### src/hdl/signed_binary_to_decimal_ascii_macros.svh
// Assertion macros shared by the signed binary to decimal ASCII converter.
`ifndef SIGNED_BINARY_TO_DECIMAL_ASCII_MACROS_SVH
`define SIGNED_BINARY_TO_DECIMAL_ASCII_MACROS_SVH

// Checks that the consequent holds in the same cycle as the antecedent.
`define SBDA_ASSERT_SAME(label, clk, rst_n, ante, cons, msg) \
  label: assert property (@(posedge clk) disable iff (!rst_n) (ante) |-> (cons)) \
    else $error(msg);

// Checks that the consequent holds in the cycle after the antecedent.
`define SBDA_ASSERT_NEXT(label, clk, rst_n, ante, cons, msg) \
  label: assert property (@(posedge clk) disable iff (!rst_n) (ante) |=> (cons)) \
    else $error(msg);

`endif

### src/hdl/sbda_pkg.sv
// Shared constants and types of the signed binary to decimal ASCII converter.
`timescale 1ns / 1ps

package sbda_pkg;

  localparam int unsigned BinW      = 128;
  localparam int unsigned NumDigits = 39;
  localparam int unsigned BcdW      = 4 * NumDigits;
  localparam int unsigned CntW      = 7;
  localparam int unsigned CharW     = 6;

  localparam logic [CharW-1:0] CharZero  = 6'd48;
  localparam logic [CharW-1:0] CharMinus = 6'd45;

  localparam logic [CntW-1:0] LastStep    = CntW'(BinW - 1);
  localparam logic [CntW-1:0] DigitsCount = CntW'(NumDigits);

  // Command word from the sequencer to the shared conversion unit.
  typedef struct packed {
    logic load;
    logic step;
    logic digit_shift;
  } unit_cmd_t;

endpackage

### src/hdl/sbda_dabble_unit.sv
// Shared shift-and-add-3 unit that holds the binary word and the BCD digits.
`timescale 1ns / 1ps

module sbda_dabble_unit
  import sbda_pkg::*;
(
  input  logic            clk_i,
  input  unit_cmd_t       cmd_i,
  input  logic [BinW-1:0] mag_i,
  output logic [3:0]      top_digit_o
);

  logic [BinW-1:0] bin_q, bin_d;
  logic [BcdW-1:0] bcd_q, bcd_d;
  logic [BcdW-1:0] bcd_adj;

  // Every digit of five or more gets three added before the shift.
  always_comb begin
    for (int i = 0; i < NumDigits; i++) begin
      if (bcd_q[4*i +: 4] >= 4'd5) begin
        bcd_adj[4*i +: 4] = bcd_q[4*i +: 4] + 4'd3;
      end else begin
        bcd_adj[4*i +: 4] = bcd_q[4*i +: 4];
      end
    end
  end

  always_comb begin
    bin_d = bin_q;
    bcd_d = bcd_q;
    if (cmd_i.load) begin
      bin_d = mag_i;
      bcd_d = '0;
    end else if (cmd_i.step) begin
      bin_d = {bin_q[BinW-2:0], 1'b0};
      bcd_d = {bcd_adj[BcdW-2:0], bin_q[BinW-1]};
    end else if (cmd_i.digit_shift) begin
      bcd_d = {bcd_q[BcdW-5:0], 4'd0};
    end
  end

  always_ff @(posedge clk_i) begin
    bin_q <= bin_d;
    bcd_q <= bcd_d;
  end

  assign top_digit_o = bcd_q[BcdW-1 -: 4];

endmodule

### src/hdl/signed_binary_to_decimal_ascii.sv
// Top level: sequencer that converts a signed 128-bit value to decimal ASCII text.
//
// A number is taken when start is high and busy is low, and busy stays high
// until its text is out. The magnitude is converted by shift-and-add-3, one
// bit per cycle through the shared BCD unit. Leading zero digits are then
// dropped at one per cycle (39 minus the digit count), and the characters
// follow at one per cycle: the minus sign for a negative value, then the
// digits, the last one flagged. Each character is on the outputs for exactly
// one cycle with result_valid_o high; the receiver cannot stall the block,
// so it must take every character in the cycle it is shown.
`timescale 1ns / 1ps

`include "signed_binary_to_decimal_ascii_macros.svh"

module signed_binary_to_decimal_ascii
  import sbda_pkg::*;
(
  input  logic               clk_i,
  input  logic               rst_ni,
  input  logic               start,
  output logic               busy,
  input  logic signed [63:0] value_high_i,
  input  logic [63:0]        value_low_i,
  output logic [CharW-1:0]   char_code_o,
  output logic               last_char_o,
  output logic               result_valid_o
);

  typedef enum logic [2:0] {
    StIdle,
    StConvert,
    StSkip,
    StSign,
    StEmit
  } state_e;

  state_e           state_q;
  logic [CntW-1:0]  cnt_q;
  logic             neg_q;
  logic             valid_q;
  logic [CharW-1:0] char_q;
  logic             last_q;

  unit_cmd_t        cmd;
  logic [BinW-1:0]  value;
  logic [BinW-1:0]  mag;
  logic [3:0]       top_digit;
  logic             accept;

  assign value  = {value_high_i, value_low_i};
  // Two's complement negation modulo 2^128, so the most negative value works.
  assign mag    = value_high_i[63] ? (~value + BinW'(1)) : value;
  assign accept = start && (state_q == StIdle);

  always_comb begin
    cmd             = '0;
    cmd.load        = accept;
    cmd.step        = (state_q == StConvert);
    cmd.digit_shift = ((state_q == StSkip) && (top_digit == 4'd0) && (cnt_q > CntW'(1)))
                      || (state_q == StEmit);
  end

  sbda_dabble_unit u_unit (
    .clk_i       (clk_i),
    .cmd_i       (cmd),
    .mag_i       (mag),
    .top_digit_o (top_digit)
  );

  always_ff @(posedge clk_i or negedge rst_ni) begin
    if (!rst_ni) begin
      state_q <= StIdle;
      cnt_q   <= '0;
      neg_q   <= 1'b0;
      valid_q <= 1'b0;
      char_q  <= '0;
      last_q  <= 1'b0;
    end else begin
      valid_q <= 1'b0;
      last_q  <= 1'b0;
      unique case (state_q)
        StIdle: begin
          if (start) begin
            state_q <= StConvert;
            cnt_q   <= '0;
            neg_q   <= value_high_i[63];
          end
        end
        StConvert: begin
          if (cnt_q == LastStep) begin
            state_q <= StSkip;
            cnt_q   <= DigitsCount;
          end else begin
            cnt_q <= cnt_q + CntW'(1);
          end
        end
        StSkip: begin
          // The units digit is always kept, so zero prints as one digit.
          if ((top_digit == 4'd0) && (cnt_q > CntW'(1))) begin
            cnt_q <= cnt_q - CntW'(1);
          end else if (neg_q) begin
            state_q <= StSign;
          end else begin
            state_q <= StEmit;
          end
        end
        StSign: begin
          valid_q <= 1'b1;
          char_q  <= CharMinus;
          state_q <= StEmit;
        end
        StEmit: begin
          valid_q <= 1'b1;
          char_q  <= CharZero + CharW'(top_digit);
          cnt_q   <= cnt_q - CntW'(1);
          if (cnt_q == CntW'(1)) begin
            last_q  <= 1'b1;
            state_q <= StIdle;
          end
        end
        default: begin
          state_q <= StIdle;
        end
      endcase
    end
  end

  assign busy           = (state_q != StIdle);
  assign char_code_o    = char_q;
  assign last_char_o    = last_q;
  assign result_valid_o = valid_q;

  `SBDA_ASSERT_NEXT(a_start_busy, clk_i, rst_ni, start && !busy, busy, "busy did not rise after a start")
  `SBDA_ASSERT_SAME(a_sign_not_last, clk_i, rst_ni, result_valid_o && (char_code_o == CharMinus), !last_char_o, "minus sign flagged as last")
  `SBDA_ASSERT_SAME(a_char_range, clk_i, rst_ni, result_valid_o, (char_code_o == CharMinus) || ((char_code_o >= CharZero) && (char_code_o <= CharZero + 6'd9)), "character code out of range")
  `SBDA_ASSERT_NEXT(a_gap_after_last, clk_i, rst_ni, result_valid_o && last_char_o, !result_valid_o, "character after the last one of a number")

endmodule

### config.mk
export PLATFORM = sky130hd
export DESIGN_NAME = signed_binary_to_decimal_ascii
export DESIGN_NICKNAME = d
export VERILOG_FILES = /design/src/hdl/sbda_pkg.sv /design/src/hdl/sbda_dabble_unit.sv /design/src/hdl/signed_binary_to_decimal_ascii.sv
export VERILOG_INCLUDE_DIRS = /design/src /design/src/hdl
export SDC_FILE = /design/constraint.sdc
export NUM_CORES = 1
export LEC_CHECK = 0
export BUFFER_PORTS_ARGS = -buffer_cell sky130_fd_sc_hd__buf_2
export CAP_MARGIN = 20
export CORE_ASPECT_RATIO = 0.8
export CORE_UTILIZATION = 40
export DETAILED_ROUTE_END_ITERATION = 7
export GPL_ROUTABILITY_DRIVEN = 0
export SYNTH_ARGS = -nofsm -noshare
export SYNTH_HDL_FRONTEND = slang
export SYNTH_SLANG_ARGS = --single-unit
### constraint.sdc
create_clock -name clk_i -period 6.4 [get_ports clk_i]
set_input_delay 0.96 -clock clk_i [delete_from_list [all_inputs] [get_ports clk_i]]
set_output_delay 0.96 -clock clk_i [all_outputs]
set_load 0.02 [all_outputs]
# == After elaboration in Yosys (flattened, before gate mapping) ==
# Index checks and enable logic that the tools add are counted.
# totals
input_bits,131
elab_cells,177
out_inout_bits,9
ff_bits,303
# classes
muxes,58
magnitude_cmp,40
n_eq_ne,11
n_addsub,43
n_reduce_logical,16
bitwise,1
# ops
operator,n
two-way mux 128 bit,3
two-way mux 156 bit,2
">= comparator 4 x 3 -> 1 bit, second input constant",39
"adder 4 x 2 -> 4 bit, second input constant",38
two-way mux 4 bit,38
"adder 128 x 1 -> 128 bit, second input constant",1
inverter 128 bit,1
case mux 7 bit (4 select lines),1
two-way mux 7 bit,3
two-way mux 3 bit,6
case mux 3 bit (5 select lines),1
case mux 6 bit (2 select lines),1
"adder 7 x 1 -> 7 bit, second input constant",1
"== test 7 x 1 -> 1 bit, second input constant",1
"== test 7 bit, second input constant",1
"greater-than comparator 7 x 1 -> 1 bit, second input constant",1
"subtractor 7 x 1 -> 7 bit, second input constant",1
"adder 5 x 5 -> 6 bit, first input constant",1
"== test 3 x 2 -> 1 bit, second input constant",2
"inequality test 2 x 1 -> 1 bit, second input constant",3
nonzero test 2 bit,3
logical AND 1 bit,4
zero test 4 bit,1
"inequality test 2 bit, second input constant",2
other kinds (12),14

# == Longest topological paths before layout ==
# logic_depth
word_depth,6
depth_mapped,11
ltp_nobuf,9

# == By module ==
# Synthesis repeated with hierarchy kept, for this count alone.
# unflattened
cells_unflattened,2109
area_unflattened_um2,20079.3
# by_module_without_submodules
mod,area_per_inst_um2,seq_area_each_um2,cells_each,n_inst
sbda_dabble_unit,15667.5,6966.7,1462,1
signed_binary_to_decimal_ascii,4411.7,475.5,647,1

# == Worst setup path before layout ==
# Ideal clock, no wire load.
# synth_timing
path_kind,input-to-reg
startpoint,in start
endpoint,"reg u_unit.bin_q[0], enable pin"
setup_ns,1.111
path_buffers,3
stages,5
slack_ns,1.213
t_arrival_ns,4.076
t_required_ns,5.289
path_cell_list,nand2_1 > clkbuf_1 > clkbuf_1 > buf_1 > nand2_1
# synth_between
elab_chain_len,2
# synth_lines
element,line_no,rtl
start: declaration,signed_binary_to_decimal_ascii.sv:20,"input logic start,"
logical AND 1 bit,signed_binary_to_decimal_ascii.sv:53,assign accept = start && (state_q == StIdle);
nonzero test 2 bit (no line),--,
end signal: assignment,sbda_dabble_unit.sv:43,bin_q <= bin_d;
end: declaration,sbda_dabble_unit.sv:13,"logic [BinW-1:0] bin_q, bin_d;"
# Every way passes these cells.
# A chain may end at the register's enable or synchronous reset.

# == Final worst setup path ==
# layout_timing
startpoint,in value_low_i[40]
endpoint,"reg u_unit.bin_q[115], data pin"
# layout_between
elab_chain_len,4
# layout_lines
element,line_no,rtl
start: declaration,signed_binary_to_decimal_ascii.sv:23,"input logic [63:0] value_low_i,"
inverter 128 bit,signed_binary_to_decimal_ascii.sv:52,assign mag = value_high_i[63] ? (~value + BinW'(1)) : value;
adder 128 x 1 -> 128 bit,signed_binary_to_decimal_ascii.sv:52,
two-way mux 128 bit,signed_binary_to_decimal_ascii.sv:52,
two-way mux 128 bit,sbda_dabble_unit.sv:31,if (cmd_i.load) begin
named net u_unit.bin_d[115],sbda_dabble_unit.sv:13,
# The timed path passes the listed nets, and every way through them passes these cells.

==> run_results.csv <==
group,metric,value,unit
status,status,"complete, no violations",
die,core,48800,um^2
timing,worst_pin_slew,1.06,ns
clock_network,clock_path_buffers,3,
timing,fin_tns_setup,0,ns
power_and_ir_drop,ir_drop,217,uV
route,drc,0,
critical_path,endpoint_kind,"register",
timing,finalMaxSlewViolations,0,
clock_network,cts_sinks,303,
timing,fin_crit,4.21,ns
layout,area_growth,12.3,%
route,drtIter0Drc,1808,
placed_design,placedCellCount,3111,
synthesis,synthArstFlopShare,0.0627,
timing,max-slew-margin-rel,0.280,
synthesis,synth_seq_area_share,0.373,
global_route,grt_max_degree,260,
synthesis,syn-cell-area,20000,um^2
power_and_ir_drop,power_density,426,nW/um^2
synthesis,syn_nets,2646,
power_and_ir_drop,p_int,5.95,mW
placed_design,dp_hpwl,37300,um
route,wl_per_cell,17.9,um
timing,setup_viol,0,
clock_network,cts_tree,"yes",
global_route,grt.overflow.total,0,
timing,rsz0062_at_grt,"false",
clock_network,cts_max_level,2,
placed_design,io_buffers,139,
worst_hold_path,hp-class,"primary input to async pin",
layout,final_cell_mix,"o21ai_0, nand2_1, nor2_1, nor3_1, dfxtp_1",
critical_path,critPathMaxFanout,7,
synthesis,syn_inst,2432,
critical_path,reg2reg_to,"u_unit.bcd_q[8]$_SDFFE_PP0P_",
clock_network,clk_latency,0.54,ns
layout,multi_input_area,11700,um^2
clock_network,cts-root-buf,"clkbuf_16",
power_and_ir_drop,leakage,8.62,nW
die,initial_core_util,0.409,
power_and_ir_drop,clockPowerShare,0.228,
critical_path,worstSetupStartpointType,"primary input",
synthesis,ys.flop_type,"dfxtp_1",
critical_path,cp.arrival,4.45,ns
layout,ff_latch_area,7440,um^2
power_and_ir_drop,switching_share,0.377,
route,vias,18500,
critical_path,reg2reg_from,"state_q[0]$_DFFE_PN0P_",
die,rows,72,
power_and_ir_drop,seqPwrFrac,0.398,
route,finalWirelength,57100,um
die,die_x,252,um
power_and_ir_drop,switchingPower,3.61,mW
synthesis,yosysUniqueCellTypes,68,
clock_network,cts_setup_buffers,0,
global_route,grt_pass1_vias,17300,
route,avgViaCountPerCell,5.82,
synthesis,synth_warnings,0,
route,antenna_left,0,
route,first_pass_iters,5,
die,chipHeight,202,um
layout,layout.cells.non_filler,3183,
synthesis,synth-seq-cells,303,
clock_network,cts_inserted_buffers,36,
global_route,grt_pass1_wl,91700,um
synthesis,syn_avg_cell_area,8.21,um^2
timing,fin_crit_sh,0.658,
clock_network,clk_pin_slew,0.06,ns
synthesis,synth_edf_count,128,
global_route,grt_use_total,0.217,
clock_network,hold_buffers,0,
clock_network,cts.repair.resized,0,
layout,layout_commonest_cell,"o21ai_0",
critical_path,rr_worst_depth,8,
power_and_ir_drop,pwr-share-comb,0.375,
critical_path,path_class,"primary input to register",
timing,finClkSkew,0.0194,ns
die,ios,140,
critical_path,crit_required,6.64,ns
layout,nets,2701,
timing,finalHoldViolations,0,
global_route,antenna_found_initial,3,
layout,num-fill-cells,4789,
critical_path,r2r_setup_slack,2.75,ns
run,timing.max_cap.violations,0,
die,dieArea,50800,um^2
timing,timing.fmax,237,MHz
layout,drive_gt1_frac,0.0975,
[sequential cells by signal, summed over array words and instances (netlist names)]
name,flops
u_unit.bcd_q,156
last_char_o,1
result_valid_o,1
state_q,3
neg_q,1
cnt_q,7
char_code_o,6
u_unit.bin_q,128
[per-layer routing]
layer	global-route usage	share of wire	wire length (um)	vias up
met5	0	0	0	-
met4	0.0623	0.021	1180	0
met3	0.0425	0.073	4160	88
met2	0.319	0.43	24500	627
met1	0.320	0.48	27200	8785
li1	-	-	-	9014
[critical path, cell delays in order]
cell     delay (ns)
buf_2          0.12
nor3_1         0.76
nand4_1        0.41
nor4_1         0.80
nand3_1        0.56
o41ai_1        0.58
xor2_1         0.17
o21ai_0        0.08
[synth_stat cells (all sizes together) (2+ instances only)]
| cell | count | area [um^2] |
|---|---|---|
| nand4 | 19 | 119 |
| dfxtp | 156 | 3120 |
| mux2i | 39 | 390 |
| buf | 9 | 36.3 |
| edfxtp | 128 | 3840 |
| inv | 105 | 394 |
| nand3 | 48 | 245 |
| ha | 83 | 1040 |
| o211ai | 14 | 105 |
| a211oi | 76 | 571 |
| o21bai | 2 | 15.0 |
| nand4b | 5 | 43.8 |
| o22ai | 4 | 25.0 |
| nand2 | 212 | 796 |
| or3 | 15 | 93.8 |
| nor4b | 3 | 26.3 |
| o311ai | 28 | 245 |
| a22oi | 39 | 293 |
| a31oi | 7 | 43.8 |
| and3 | 2 | 12.5 |
| o21ai | 375 | 1880 |
| nor2b | 67 | 419 |
| and2 | 2 | 12.5 |
| or4b | 2 | 20.0 |
| nor3b | 43 | 323 |
| nor3 | 181 | 906 |
| a22o | 3 | 26.3 |
| or4 | 20 | 158 |
| or2 | 12 | 75.1 |
| dfrtp | 19 | 475 |
| o31ai | 31 | 233 |
| xnor2 | 49 | 429 |
| nor2 | 183 | 687 |
| a21oi | 48 | 240 |
| clkbuf | 133 | 500 |
| o41ai | 25 | 241 |
| a211o | 3 | 26.3 |
| nand3b | 3 | 22.5 |
| nand2b | 31 | 194 |
| nor4 | 81 | 528 |
| xor2 | 110 | 963 |
[how the worst max path moves through the flow]
| stage | start | endpoint | cells past startpoint |
|---|---|---|---|
| 2_1_floorplan | start | u_unit.bin_q[0]$_SDFFCE_PN0P_ | 5 |
| 3_3_place_gp | value_low_i[24] | u_unit.bin_q[115]$_DFFE_PP_ | 8 |
| 3_5_place_dp | value_low_i[36] | u_unit.bin_q[115]$_DFFE_PP_ | 8 |
| 4_1_cts | value_low_i[36] | u_unit.bin_q[115]$_DFFE_PP_ | 8 |
| 5_1_grt | value_low_i[0] | u_unit.bin_q[100]$_DFFE_PP_ | 10 |
| 6_report | value_low_i[40] | u_unit.bin_q[115]$_DFFE_PP_ | 8 |
[metrics by stage]
step,instance area (um^2),hold slack (ns),utilization,power [mW],setup WS (ns)
floorplan,20000,0.462,-,6.48,1.21
global placement,21200,0.450,0.434,7.17,1.79
detailed placement,21200,0.453,0.434,7.37,1.62
CTS,22400,0.355,0.459,9.59,2.17
global route,22400,0.390,0.460,10.4,2.06
finish,22400,0.370,0.460,9.55,2.19
[kinds of logic (layout without fill, tap and decap cells)]
kind of cell,after synthesis,after routing,share of synthesized area
AOI/OAI and AO/OA,666,666,0.202
xor gates and xnor gates,159,159,0.0697
adders and majority gates,83,83,0.0520
buffers and inverters,248,330,0.0468
DFF,303,303,0.373
muxes,40,40,0.0203
other,0,3,0
and+or+nand+nor,933,933,0.236
[layout make-up]
| type | count | area share |
|---|---|---|
| repair buffers | 159 | 0.0390 |
| inverters | 106 | 0.0177 |
| multi-input cells | 1881 | 0.519 |
| diodes | 3 | 0.000335 |
| flip-flops and latches | 303 | 0.332 |
| clock buffers | 50 | 0.0452 |
| clock inverters | 15 | 0.00937 |
| well taps | 666 | 0.0371 |
[power groups by stage]
stage | clock network, mW | registers [mW] | logic (mW)
floorplan | 0 | 3.56 | 2.92
global placement | 0 | 3.77 | 3.40
detailed placement | 0 | 3.81 | 3.55
CTS | 2.22 | 3.78 | 3.58
global route | 2.30 | 3.94 | 4.13
finish | 2.17 | 3.80 | 3.58
(Power assumes the default switching activity.)
